$ cat config.mk
export PLATFORM = sky130hd
export DESIGN_NAME = mei_ctrl
export DESIGN_NICKNAME = d
export VERILOG_FILES = /design/src/hw/rtl/mei_pkg.sv /design/src/hw/rtl/mei_ctrl.sv
export SDC_FILE = /design/constraint.sdc
export NUM_CORES = 1
export LEC_CHECK = 0
export BUFFER_PORTS_ARGS = -buffer_cell sky130_fd_sc_hd__buf_4
export CAP_MARGIN = 20
export CORE_AREA = 2 2 39 41
export CTS_BUF_LIST = sky130_fd_sc_hd__clkbuf_8
export CTS_CLUSTER_SIZE = 20
export DETAILED_ROUTE_END_ITERATION = 8
export DIE_AREA = 0 0 41 43
export PLACE_DENSITY = 0.3
export SLEW_MARGIN = 10
export SYNTH_ARGS = -nofsm -noshare
export SYNTH_HDL_FRONTEND = slang
export SYNTH_SLANG_ARGS = --single-unit
export TNS_END_PERCENT = 10
$ cat constraint.sdc
create_clock -name clk -period 2.61 [get_ports clk]
set_clock_uncertainty 0.15 [all_clocks]
set_input_delay 0.261 -clock clk [delete_from_list [all_inputs] [get_ports clk]]
set_output_delay 0.261 -clock clk [all_outputs]
set_load 0.05 [all_outputs]
$ cat src/hw/rtl/mei_pkg.sv
package mei_pkg;

  localparam int VERTEX_W = 16;
  localparam int FACE_W   = 16;
  localparam int RESULT_W = 10;
  localparam int IN_W     = 2 * VERTEX_W + FACE_W;
  localparam int OUT_W    = 16;
  localparam int USER_W   = 2;

  typedef enum logic [1:0] {
    ST_IDLE,
    ST_SCAN,
    ST_COMMIT
  } mei_state_t;

  typedef struct packed {
    logic load;
    logic scan;
    logic commit;
  } mei_cmd_t;

  typedef struct packed {
    logic scan_done;
    logic out_free;
  } mei_status_t;

endpackage

$ cat src/hw/rtl/mei_ctrl.sv
module mei_ctrl
  import mei_pkg::*;
(
  input  logic        clk,
  input  logic        rst,
  input  logic        s_tvalid,
  output logic        s_tready,
  input  mei_status_t stat,
  output mei_cmd_t    cmd
);

  mei_state_t state;
  mei_state_t state_next;

  always_ff @(posedge clk) begin
    if (rst) begin
      state <= ST_IDLE;
    end else begin
      state <= state_next;
    end
  end

  always_comb begin
    state_next = state;
    s_tready   = 1'b0;
    cmd        = '0;
    unique case (state)
      ST_IDLE: begin
        // No word is taken while reset is held.
        if (!rst) begin
          s_tready = 1'b1;
          if (s_tvalid) begin
            cmd.load   = 1'b1;
            state_next = ST_SCAN;
          end
        end
      end
      ST_SCAN: begin
        cmd.scan = 1'b1;
        if (stat.scan_done) begin
          state_next = ST_COMMIT;
        end
      end
      ST_COMMIT: begin
        if (stat.out_free) begin
          cmd.commit = 1'b1;
          state_next = ST_IDLE;
        end
      end
      default: begin
        state_next = ST_IDLE;
      end
    endcase
  end

endmodule

## After elaboration in Yosys (flattened, before gate mapping)

Cells that the tools add are included.

| storage, ports and cells | value |
|---|---|
| register bits after elaboration | 2 |
| input port bits | 5 |
| output and inout port bits | 4 |
| logic and storage cells | 20 |

| operators by class | value |
|---|---|
| eq/ne operators | 5 |
| muxes and demuxes | 12 |
| reduce and logical (&&, ||, !) cells | 2 |

Operators with widths:

| operator | count |
|---|---|
| $mux 1 | 8 |
| $mux 2 | 3 |
| $ne 2x2->1 const B | 3 |
| $pmux 2 s3 | 1 |
| $reduce_and 3->1 | 1 |
| $eq 2x1->1 const B | 1 |
| $eq 2x2->1 const B | 1 |
| $logic_not 2->1 | 1 |

## Logic depth before layout (Yosys ltp)

Gate-level depths: netlist of the first run.

| depth | value |
|---|---|
| depth in word-level cells | 3 |
| gate-level depth with buffers | 2 |
| gate-level depth less buffers | 2 |

## Worst setup path after synthesis of the first run

Ideal clock, no wire load.

| timing path | value |
|---|---|
| kind | register -> output |
| start point | register state[0] |
| end point | output cmd[2] (netlist name) |
| arrival time | 2037 ps |
| data required time | 2199 ps |
| path slack | 162 ps |
| cell stages (with the launch flop) | 3 |
| buffers on the path | 0 |
| path through | dfxtp_1 -> nor3_1 -> and2_1 |

RTL lines:

| element | RTL line | RTL |
|---|---|---|
| start: declaration | mei_ctrl.sv:12 | `mei_state_t state;` |
| start signal: assignment | mei_ctrl.sv:19 | `state <= state_next;` |
| end: declaration | mei_ctrl.sv:9 | `output mei_cmd_t cmd` |

==> results of run 1 <==
## metrics by stage
step	worst slack [ns]	instances	instance area [um^2]
after global placement	1.28	36	180
final	1.05	39	221
after detailed placement	1.26	36	180
after floorplan	0.162	13	108
after CTS	1.04	39	221
after global routing	0.989	39	221
## critical path, cell delays in order, from the launching register on
cell and delay [ns]:
sky130_fd_sc_hd__dfxtp_1 0.34, sky130_fd_sc_hd__nor3_1 0.24, sky130_fd_sc_hd__and2_1 0.16, sky130_fd_sc_hd__buf_4 0.19
## placed cells by master, fill, tap and decap left out
| master | synthesis | layout |
|---|---|---|
| sky130_fd_sc_hd__and2_1 | 1 | 1 |
| sky130_fd_sc_hd__buf_4 | 1 | 8 |
| sky130_fd_sc_hd__clkbuf_8 | 0 | 3 |
| sky130_fd_sc_hd__dfxtp_1 | 2 | 2 |
| sky130_fd_sc_hd__a21oi_1 | 1 | 1 |
| sky130_fd_sc_hd__or3b_1 | 1 | 1 |
| sky130_fd_sc_hd__nor2b_1 | 1 | 1 |
| sky130_fd_sc_hd__a2111oi_1 | 1 | 1 |
| sky130_fd_sc_hd__nand3b_1 | 1 | 1 |
| sky130_fd_sc_hd__nor3_1 | 1 | 1 |
| sky130_fd_sc_hd__nand2_1 | 1 | 1 |
| sky130_fd_sc_hd__nor2_1 | 2 | 2 |
## power by group through the flow
stage          Clock, mW  Sequential, mW  Combinational (mW)
3_5_place_dp           0          0.0364              0.0346
4_1_cts            0.121          0.0361              0.0347
6_report           0.117          0.0361              0.0342
3_3_place_gp           0          0.0368              0.0347
2_1_floorplan          0          0.0358              0.0235
5_1_grt            0.122          0.0366              0.0364
## synth_stat cells
library cell	instances
sky130_fd_sc_hd__nand3b_1	1
sky130_fd_sc_hd__and2_1	1
sky130_fd_sc_hd__nand2_1	1
sky130_fd_sc_hd__or3b_1	1
sky130_fd_sc_hd__nor2_1	2
sky130_fd_sc_hd__nor2b_1	1
sky130_fd_sc_hd__nor3_1	1
sky130_fd_sc_hd__dfxtp_1	2
sky130_fd_sc_hd__buf_4	1
sky130_fd_sc_hd__a2111oi_1	1
sky130_fd_sc_hd__a21oi_1	1
## logic make-up (layout without fill, tap and decap cells)
kind of cell / Yosys count / count (layout) / share of synthesized area [%]
and+or+nand+nor: 8 / 8 / 41.9
buffers and inverters: 1 / 11 / 6.98
AOI/OAI and AO/OA: 2 / 2 / 13.9
DFF: 2 / 2 / 37.2
## per-layer routing
layer	global-route usage (%)	up-vias
met5	0	-
met4	4.00	0
met2	4.06	9
met1	5.41	51
li1	-	66
met3	3.66	0
## final cells by class
type | count | area, um^2 | area share (%)
Tap cell | 16 | 20.0 | 9.04
Timing Repair Buffer | 8 | 60.1 | 27.1
Clock buffer | 3 | 41.3 | 18.6
Multi-Input combinational cell | 10 | 60.1 | 27.1
Sequential cell | 2 | 40.0 | 18.1
## worst min path at each step
stage / from / to / slack, ns / cells past startpoint
floorplan: rst / state[1] / 0.18 / 1
global placement: rst / state[1] / 0.30 / 2
detailed placement: rst / state[1] / 0.30 / 2
CTS: rst / state[1] / 0.08 / 2
global route: rst / state[1] / 0.09 / 2
finish: rst / state[1] / 0.08 / 2
==> results.sh, run 1 <==
export IMPL_status="completed"
export IMPL_ctsHtreeMaxLevel=1
export IMPL_largest_register="state"
export IMPL_critical_path_peak_fanout=7
export IMPL_ctsLongestPathBuffers=2
export IMPL_grt_overflow_total=0
export IMPL_placement_rows=14
export IMPL_number_of_placed_i_o_pins=9
export IMPL_drt_wl_total_um=296
export IMPL_post_synth_instance_area_um2=108
export IMPL_final_min_period_over_clock_period_pct=59.8
export IMPL_final_antenna_net_count=0
export IMPL_drt_vias_per_instance=3.23
export IMPL_top_layer_used="met3"
export IMPL_synth_yosys_seq_area_share_pct=37.2
export IMPL_cts_setup_buffers=0
export IMPL_drt_pass1_iter_count=1
export IMPL_first_iter_violations=0
export IMPL_die_area_um2=1760
export IMPL_synth_largest_area_cell="sky130_fd_sc_hd__dfxtp_1"
export IMPL_design_final_nets=30
export IMPL_place_hpwl_um=243
export IMPL_r2r_slack_ns=1.50
export IMPL_inserted_clock_buffers=3
export IMPL_final_util_pct=16.0
export IMPL_worst_endpoint_required_ns=2.20
export IMPL_report_power_total_mw=0.188
export IMPL_rsz0062_at_grt="false"
export IMPL_met2_wirelength_um=98
export IMPL_pin_count_of_the_biggest_net_entering_global_routing=8
export IMPL_clock_fmax_mhz=640
export IMPL_net_switching_power_mw=0.0447
export IMPL_leakage_nw=0.0962
export IMPL_design_core_area_um2=1380
export IMPL_start_util_pct=7.78
export IMPL_worst_ir_drop_vdd_mv=0.268
export IMPL_clkTransAtPathRegs_ns=0.03
export IMPL_post_cts_hold_buffer_count=0
export IMPL_path_class="flip-flop to output pin"
export IMPL_yosys_cell_types_count=11
export IMPL_finish_stage_setup_viols=0
export IMPL_cap_violations=0
export IMPL_critical_path_startpoint_type="flip-flop"
export IMPL_grt_first_pass_wirelength_um=469
export IMPL_cell_count_after_synthesis=13
export IMPL_cellPowerDensity_nw_per_um2=848
export IMPL_synth_top_cell_area_share_pct=37.2
export IMPL_via_count_of_the_first_global_routing_pass=124
export IMPL_flow_area_growth_from_synthesis_pct=106
export IMPL_clock_tree_from_tritoncts="yes"
export IMPL_grt_util_all_layers_pct=4.30
export IMPL_power_internal_mw=0.143
export IMPL_max_slew_margin_rel_pct=78.4
export IMPL_n_fill_cell=153
export IMPL_largest_register_ff_count=2
export IMPL_sw_frac_of_total_pct=23.8
export IMPL_final_max_slew_viol_count=0
export IMPL_hold_ws_ns=0.0836
export IMPL_worst_hold_path_type="input pin to flip-flop"
export IMPL_regToRegStartpoint="state[0]"
export IMPL_syn_mean_instance_area_um2=8.28
export IMPL_drc=0
export IMPL_cp_endpoint="cmd[2]"
export IMPL_cp_launch_point="state[0]"
export IMPL_arrival_ns=1.15
export IMPL_insertedDiodeCount=0
export IMPL_worst_r2r_endpoint="state[0]"
export IMPL_io_buffers=8
export IMPL_power_share_combinational_pct=18.2
export IMPL_yosys_warnings=0
export IMPL_met1_length_um=140
export IMPL_period_minus_slack_ns=1.56
export IMPL_die_boundary_width_um=41
export IMPL_timing_critical_path_to_type="output pin"
export IMPL_ctsResizeCount=0
export IMPL_worst_r2r_path_depth=2
export IMPL_tritoncts_num_sinks=2
export IMPL_grt_antenna_before_repair=0
export IMPL_vias=126
export IMPL_setup_total_negative_slack_ns=0
export IMPL_pwr_share_seq_pct=19.2
export IMPL_ys_seq_elements=2
export IMPL_clk_insertion_delay_late_ns=0.21
export IMPL_tightestPinTransition_ns=0.324
export IMPL_final_hold_violation_count=0
export IMPL_die_height_um=43
export IMPL_routed_length_on_met3_um=58
export IMPL_reg_largest_list="state x2"
export IMPL_power_clock_fraction_pct=62.6
export IMPL_cell_types_occupying_the_most_area_after_synthesis="sky130_fd_sc_hd__dfxtp_1 37%, sky130_fd_sc_hd__a2111oi_1 9.3%, sky130_fd_sc_hd__or3b_1 8.1%"
export IMPL_avgRoutedWirePerCell_um=7.59
export IMPL_clockRootBuffer="sky130_fd_sc_hd__clkbuf_8"
export IMPL_place_congestion=0.581
export IMPL_syn_nets=18
export IMPL_fraction_of_final_layout_cells_with_drive_strength_greater_than_1_pct=47.8
No activity file was read; power rests on OpenSTA's default activity.
==> inputs of run 2 (changes only) <==
==> constraint.sdc (replaced) <==
create_clock -name clk -period 1.3 [get_ports clk]
set_clock_uncertainty 0.15 [all_clocks]
set_input_delay 0.13 -clock clk [delete_from_list [all_inputs] [get_ports clk]]
set_output_delay 0.13 -clock clk [all_outputs]
set_load 0.05 [all_outputs]
==> run 2 against run 1 <==
Effect of this change:
- the run now ends with negative hold slack, negative setup slack left
- combinational power is 130% higher
- hold slack worse by 0.098 ns
- clock power is 100% higher
- non-clock buffer count is 1 higher
- count of clock-buffer cells in the layout stayed put
- sequential power is 110% higher
- setup slack worse by 1.1 ns
- routed wire length is 26% higher
- final cell count is 2.6% higher
- critical path type unchanged
- highest routed layer unchanged
==> results.sh, run 2 (synthesis gave the netlist of run 1 again) <==
export IMPL_pin_count_of_the_biggest_net_entering_global_routing=8
export IMPL_fin_ws_ns=-0.00521
export IMPL_most_common_cell_after_layout_fill_and_taps_aside="sky130_fd_sc_hd__buf_4"
export IMPL_final_max_slew_viol_count=0
export IMPL_clock_fmax_mhz=766
export IMPL_leakage_nw=0.107
export IMPL_number_of_placed_i_o_pins=9
export IMPL_first_iter_violations=1
export IMPL_avgRoutedWirePerCell_um=9.33
export IMPL_design_final_nets=31
export IMPL_r2r_slack_ns=0.15
export IMPL_tightestPinTransition_ns=0.383
export IMPL_layout_cells_most_common_list="7 x sky130_fd_sc_hd__buf_4, 3 x sky130_fd_sc_hd__clkbuf_8, 2 x sky130_fd_sc_hd__nor2_1, 2 x sky130_fd_sc_hd__dfxtp_2"
export IMPL_die_boundary_width_um=41
export IMPL_worst_endpoint_required_ns=1.02
export IMPL_clk_insertion_delay_late_ns=0.21
export IMPL_final_hold_violation_count=1
export IMPL_worst_hold_path_type="input pin to flip-flop"
export IMPL_met2_wirelength_um=148
export IMPL_critical_path_startpoint_type="flip-flop"
export IMPL_drc=0
export IMPL_tritoncts_num_sinks=2
export IMPL_critical_path_max_stage_delay_ns=0.34
export IMPL_rsz0062_at_grt="true"
export IMPL_path_class="flip-flop to output pin"
export IMPL_ctsHtreeMaxLevel=1
export IMPL_grt_overflow_total=0
export IMPL_largest_register_ff_count=2
export IMPL_cap_violations=0
export IMPL_drt_vias_per_instance=3.40
export IMPL_dpl_worst_slack_ns=0.0583
export IMPL_critical_path_peak_fanout=6
export IMPL_design_core_area_um2=1380
export IMPL_timing_critical_path_to_type="output pin"
export IMPL_routed_length_on_met3_um=57
export IMPL_reg_largest_list="state x2"
export IMPL_placement_rows=14
export IMPL_period_minus_slack_ns=1.31
export IMPL_inserted_clock_buffers=3
export IMPL_cts_setup_buffers=0
export IMPL_failed_checks="negative hold slack, negative setup slack"
export IMPL_start_util_pct=7.78
export IMPL_fraction_of_final_layout_cells_with_drive_strength_greater_than_1_pct=62.5
export IMPL_final_cell_area_um2=255
export IMPL_grt_antenna_before_repair=0
export IMPL_grt_first_pass_wirelength_um=503
export IMPL_status="finished, violations left"
export IMPL_drt_wl_total_um=373
export IMPL_place_congestion=0.510
export IMPL_clkTransAtPathRegs_ns=0.03
export IMPL_worst_ir_drop_vdd_mv=0.743
export IMPL_drt_pass1_iter_count=2
export IMPL_setup_total_negative_slack_ns=-0.00521
export IMPL_critical_path_slowest_cell="sky130_fd_sc_hd__dfxtp_2"
export IMPL_final_min_period_over_clock_period_pct=100
export IMPL_die_height_um=43
export IMPL_clockRootBuffer="sky130_fd_sc_hd__clkbuf_8"
export IMPL_clock_tree_from_tritoncts="yes"
export IMPL_die_area_um2=1760
export IMPL_report_power_total_mw=0.395
export IMPL_arrival_ns=1.03
export IMPL_cellPowerDensity_nw_per_um2=1550
export IMPL_met1_length_um=168
export IMPL_via_count_of_the_first_global_routing_pass=134
export IMPL_n_fill_cell=155
export IMPL_flow_area_growth_from_synthesis_pct=137
export IMPL_grt_util_all_layers_pct=4.61
export IMPL_post_cts_hold_buffer_count=1
export IMPL_io_buffers=8
export IMPL_final_antenna_net_count=0
export IMPL_insertedDiodeCount=0
export IMPL_worstPathCellList="nor3_4 -> and2_4 -> buf_8"
export IMPL_largest_register="state"
export IMPL_top_layer_used="met3"
export IMPL_ctsLongestPathBuffers=2
export IMPL_placed_area_um2=195
export IMPL_vias=136
export IMPL_max_slew_margin_rel_pct=74.4
export IMPL_finish_stage_setup_viols=1
export IMPL_hold_ws_ns=-0.0139
## run 2: area by class of cell
class                           count  area [um^2]  area share (%)
Timing Repair Buffer                9         77.6            30.4
Multi-Input combinational cell     10         73.8            28.9
Sequential cell                     2         42.5            16.7
Clock buffer                        3         41.3            16.2
Tap cell                           16         20.0            7.84
## run 2: report_power, final
group | total [mW] | switching, mW | leakage, nW | internal (mW)
logic | 0.0803 | 0.0457 | 0.0680 | 0.0346
registers | 0.0758 | 0.00847 | 0.0172 | 0.0674
clock network | 0.238 | 0.0431 | 0.0216 | 0.195
## run 2: routing by layer
| layer | vias up | GRT usage, % |
|---|---|---|
| met3 | 0 | 3.14 |
| met5 | - | 0 |
| met4 | 0 | 4.00 |
| met1 | 59 | 5.11 |
| met2 | 9 | 5.63 |
| li1 | 68 | - |
## run 2: stage by stage
step	utilization [%]	cells
6_report	18.4	40
5_1_grt	18.4	40
4_1_cts	18.4	40
3_5_place_dp	14.1	36
3_3_place_gp	14.1	36
2_1_floorplan	-	13
## run 2: worst max-delay path, delay by kind of cell (launching register included)
kind	cells	cell delay, ns
buffers and inverters	1	0.13
DFF	1	0.34
and+or+nand+nor	2	0.35
## run 2: worst paths after layout
kind,cells after the start,to,startpoint
min reg2reg,1,state[0],state[1]
min,2,state[0],stat[1]
max,3,cmd[2],state[1]
max reg2reg,2,state[0],state[0]
## run 2: repair_timing
item	4_1_cts	5_1_grt
resized for setup	3	0
endpoints found under the hold margin	2	1
pin swaps	0	1
setup endpoints to repair	2	1
==> inputs of run 3 (changes only) <==
--- a/config.mk
+++ b/config.mk
@@ -13,6 +13,7 @@
 export DETAILED_ROUTE_END_ITERATION = 8
 export DIE_AREA = 0 0 41 43
 export PLACE_DENSITY = 0.3
+export RECOVER_POWER = 100
 export SLEW_MARGIN = 10
 export SYNTH_ARGS = -nofsm -noshare
 export SYNTH_HDL_FRONTEND = slang
==> run 3 against run 2 <==
Effect of this change:
- the run still ends with negative hold slack, negative setup slack left
- die area unchanged
- flip-flop and latch count stayed put
- sequential share of layout area is the same
- power hardly changed
- critical path depth unchanged
- utilization unchanged
- sequential power is essentially flat
- setup slack about the same
- critical endpoint unchanged
==> results.sh, run 3 (synthesis gave the netlist of run 1 again) <==
export IMPL_status="finished, violations left"
export IMPL_failed_checks="negative hold slack, negative setup slack"
export IMPL_path_class="flip-flop to output pin"
export IMPL_die_height_um=43
export IMPL_post_cts_hold_buffer_count=1
export IMPL_largest_register_ff_count=2
export IMPL_layout_cells_most_common_list="6 x sky130_fd_sc_hd__buf_4, 3 x sky130_fd_sc_hd__clkbuf_8, 2 x sky130_fd_sc_hd__nor2_1, 2 x sky130_fd_sc_hd__dfxtp_2"
export IMPL_die_boundary_width_um=41
export IMPL_grt_util_all_layers_pct=4.61
export IMPL_power_clock_fraction_pct=60.4
export IMPL_pin_count_of_the_biggest_net_entering_global_routing=8
export IMPL_dp_cells=36
export IMPL_critical_path_slowest_cell="sky130_fd_sc_hd__dfxtp_2"
export IMPL_grt_first_pass_wirelength_um=503
export IMPL_start_util_pct=7.78
export IMPL_tightestPinTransition_ns=0.383
export IMPL_fin_ws_ns=-0.00527
export IMPL_final_min_period_over_clock_period_pct=100
export IMPL_regToRegStartpoint="state[0]"
export IMPL_fraction_of_final_layout_cells_with_drive_strength_greater_than_1_pct=62.5
export IMPL_vias=135
export IMPL_worst_r2r_path_depth=2
export IMPL_power_internal_mw=0.297
export IMPL_ctsHtreeMaxLevel=1
export IMPL_clock_tree_from_tritoncts="yes"
export IMPL_hold_ws_ns=-0.0136
export IMPL_leakage_nw=0.106
export IMPL_arrival_ns=1.03
export IMPL_worst_hold_path_type="input pin to flip-flop"
export IMPL_via_count_of_the_first_global_routing_pass=134
export IMPL_worst_ir_drop_vdd_mv=0.743
export IMPL_reg_largest_list="state x2"
export IMPL_r2r_slack_ns=0.15
export IMPL_io_buffers=8
export IMPL_clock_fmax_mhz=766
export IMPL_die_area_um2=1760
export IMPL_final_util_pct=18.4
export IMPL_finish_stage_setup_viols=1
export IMPL_final_hold_violation_count=1
export IMPL_cp_endpoint="cmd[2]"
export IMPL_critical_path_peak_fanout=6
export IMPL_critical_path_max_stage_delay_ns=0.34
export IMPL_design_final_nets=31
export IMPL_design_core_area_um2=1380
export IMPL_insertedDiodeCount=0
export IMPL_hold_path_depth=2
export IMPL_placement_rows=14
export IMPL_inserted_clock_buffers=3
export IMPL_first_iter_violations=1
export IMPL_worst_r2r_endpoint="state[0]"
export IMPL_grt_antenna_before_repair=0
export IMPL_drt_wl_total_um=373
export IMPL_final_cell_area_um2=255
export IMPL_drt_pass1_iter_count=2
export IMPL_report_power_total_mw=0.395
export IMPL_drt_vias_per_instance=3.38
export IMPL_rsz0062_at_grt="true"
export IMPL_placed_area_um2=195
export IMPL_cellPowerDensity_nw_per_um2=1550
export IMPL_largest_register="state"
export IMPL_net_switching_power_mw=0.0974
export IMPL_tritoncts_num_sinks=2
export IMPL_worst_endpoint_required_ns=1.02
export IMPL_final_antenna_net_count=0
export IMPL_avgRoutedWirePerCell_um=9.33
export IMPL_grt_overflow_total=0
export IMPL_most_common_cell_after_layout_fill_and_taps_aside="sky130_fd_sc_hd__buf_4"
export IMPL_sw_frac_of_total_pct=24.7
export IMPL_flow_area_growth_from_synthesis_pct=137
export IMPL_n_fill_cell=155
export IMPL_place_congestion=0.510
export IMPL_timing_critical_path_to_type="output pin"
export IMPL_critical_path_startpoint_type="flip-flop"
export IMPL_max_slew_margin_rel_pct=74.4
export IMPL_worstPathCellList="nor3_4 -> and2_4 -> buf_8"
export IMPL_period_minus_slack_ns=1.31
export IMPL_power_share_combinational_pct=20.4
export IMPL_final_max_slew_viol_count=0
export IMPL_pwr_share_seq_pct=19.2
export IMPL_number_of_placed_i_o_pins=9
export IMPL_drc=0
export IMPL_instances_no_fill=40
export IMPL_clockRootBuffer="sky130_fd_sc_hd__clkbuf_8"
export IMPL_cp_launch_point="state[1]"
export IMPL_clk_insertion_delay_late_ns=0.21
export IMPL_clkTransAtPathRegs_ns=0.03
export IMPL_ctsLongestPathBuffers=2
export IMPL_cap_violations=0
run 3: cell count changes in the layout (fill, tap and decap cells not counted), sizes merged:
cell    before  now
clkbuf       3    4
buf          8    7
run 3: worst min path at each step:
stage | from | to
after floorplan | rst | state[1]
after global placement | rst | state[1]
after detailed placement | rst | state[1]
after CTS | stat[1] | state[0]
after global routing | stat[1] | state[0]
final | stat[1] | state[0]
run 3: power groups by stage:
stage / Combinational, mW / Clock, mW / Sequential [mW]
2_1_floorplan: 0.0514 / 0 / 0.0743
3_3_place_gp: 0.0751 / 0 / 0.0751
4_1_cts: 0.0811 / 0.244 / 0.0758
5_1_grt: 0.0844 / 0.249 / 0.0768
6_report: 0.0803 / 0.238 / 0.0758
3_5_place_dp: 0.0750 / 0 / 0.0759
run 3: final cells by class:
type                       count  area, um^2  area share [%]
multi-input combinational     10        73.8            28.9
clock buffer                   3        41.3            16.2
tap                           16        20.0            7.84
sequential                     2        42.5            16.7
timing repair buffer           9        77.6            30.4
run 3: stage by stage:
stage                     worst slack [ns]  TNS (ns)
after CTS                          -0.0128   -0.0128
after global routing               -0.0334   -0.0334
after detailed placement            0.0583         0
final                             -0.00527  -0.00527
after floorplan                     -0.132    -0.175
after global placement               0.164         0
run 3: critical path: cells and delay by family (launching register included):
family / cells / cell delay [ns]
buf+inv: 1 / 0.13
flops: 1 / 0.34
simple gates: 2 / 0.35
run 3: timing repair:
action | 4_1_cts | 5_1_grt
resized for setup | 3 | 0
buffers inserted | 0 | 0
endpoints found under the setup margin | 2 | 1
endpoints found under the hold margin | 2 | 1
pin swaps | 0 | 1
run 3: metal layers:
| metal | global-route usage [%] | part of all wire [%] |
|---|---|---|
| met5 | 0 | 0 |
| met4 | 4.00 | 0 |
| met3 | 3.14 | 15 |
| met2 | 5.63 | 39 |
| met1 | 5.11 | 45 |
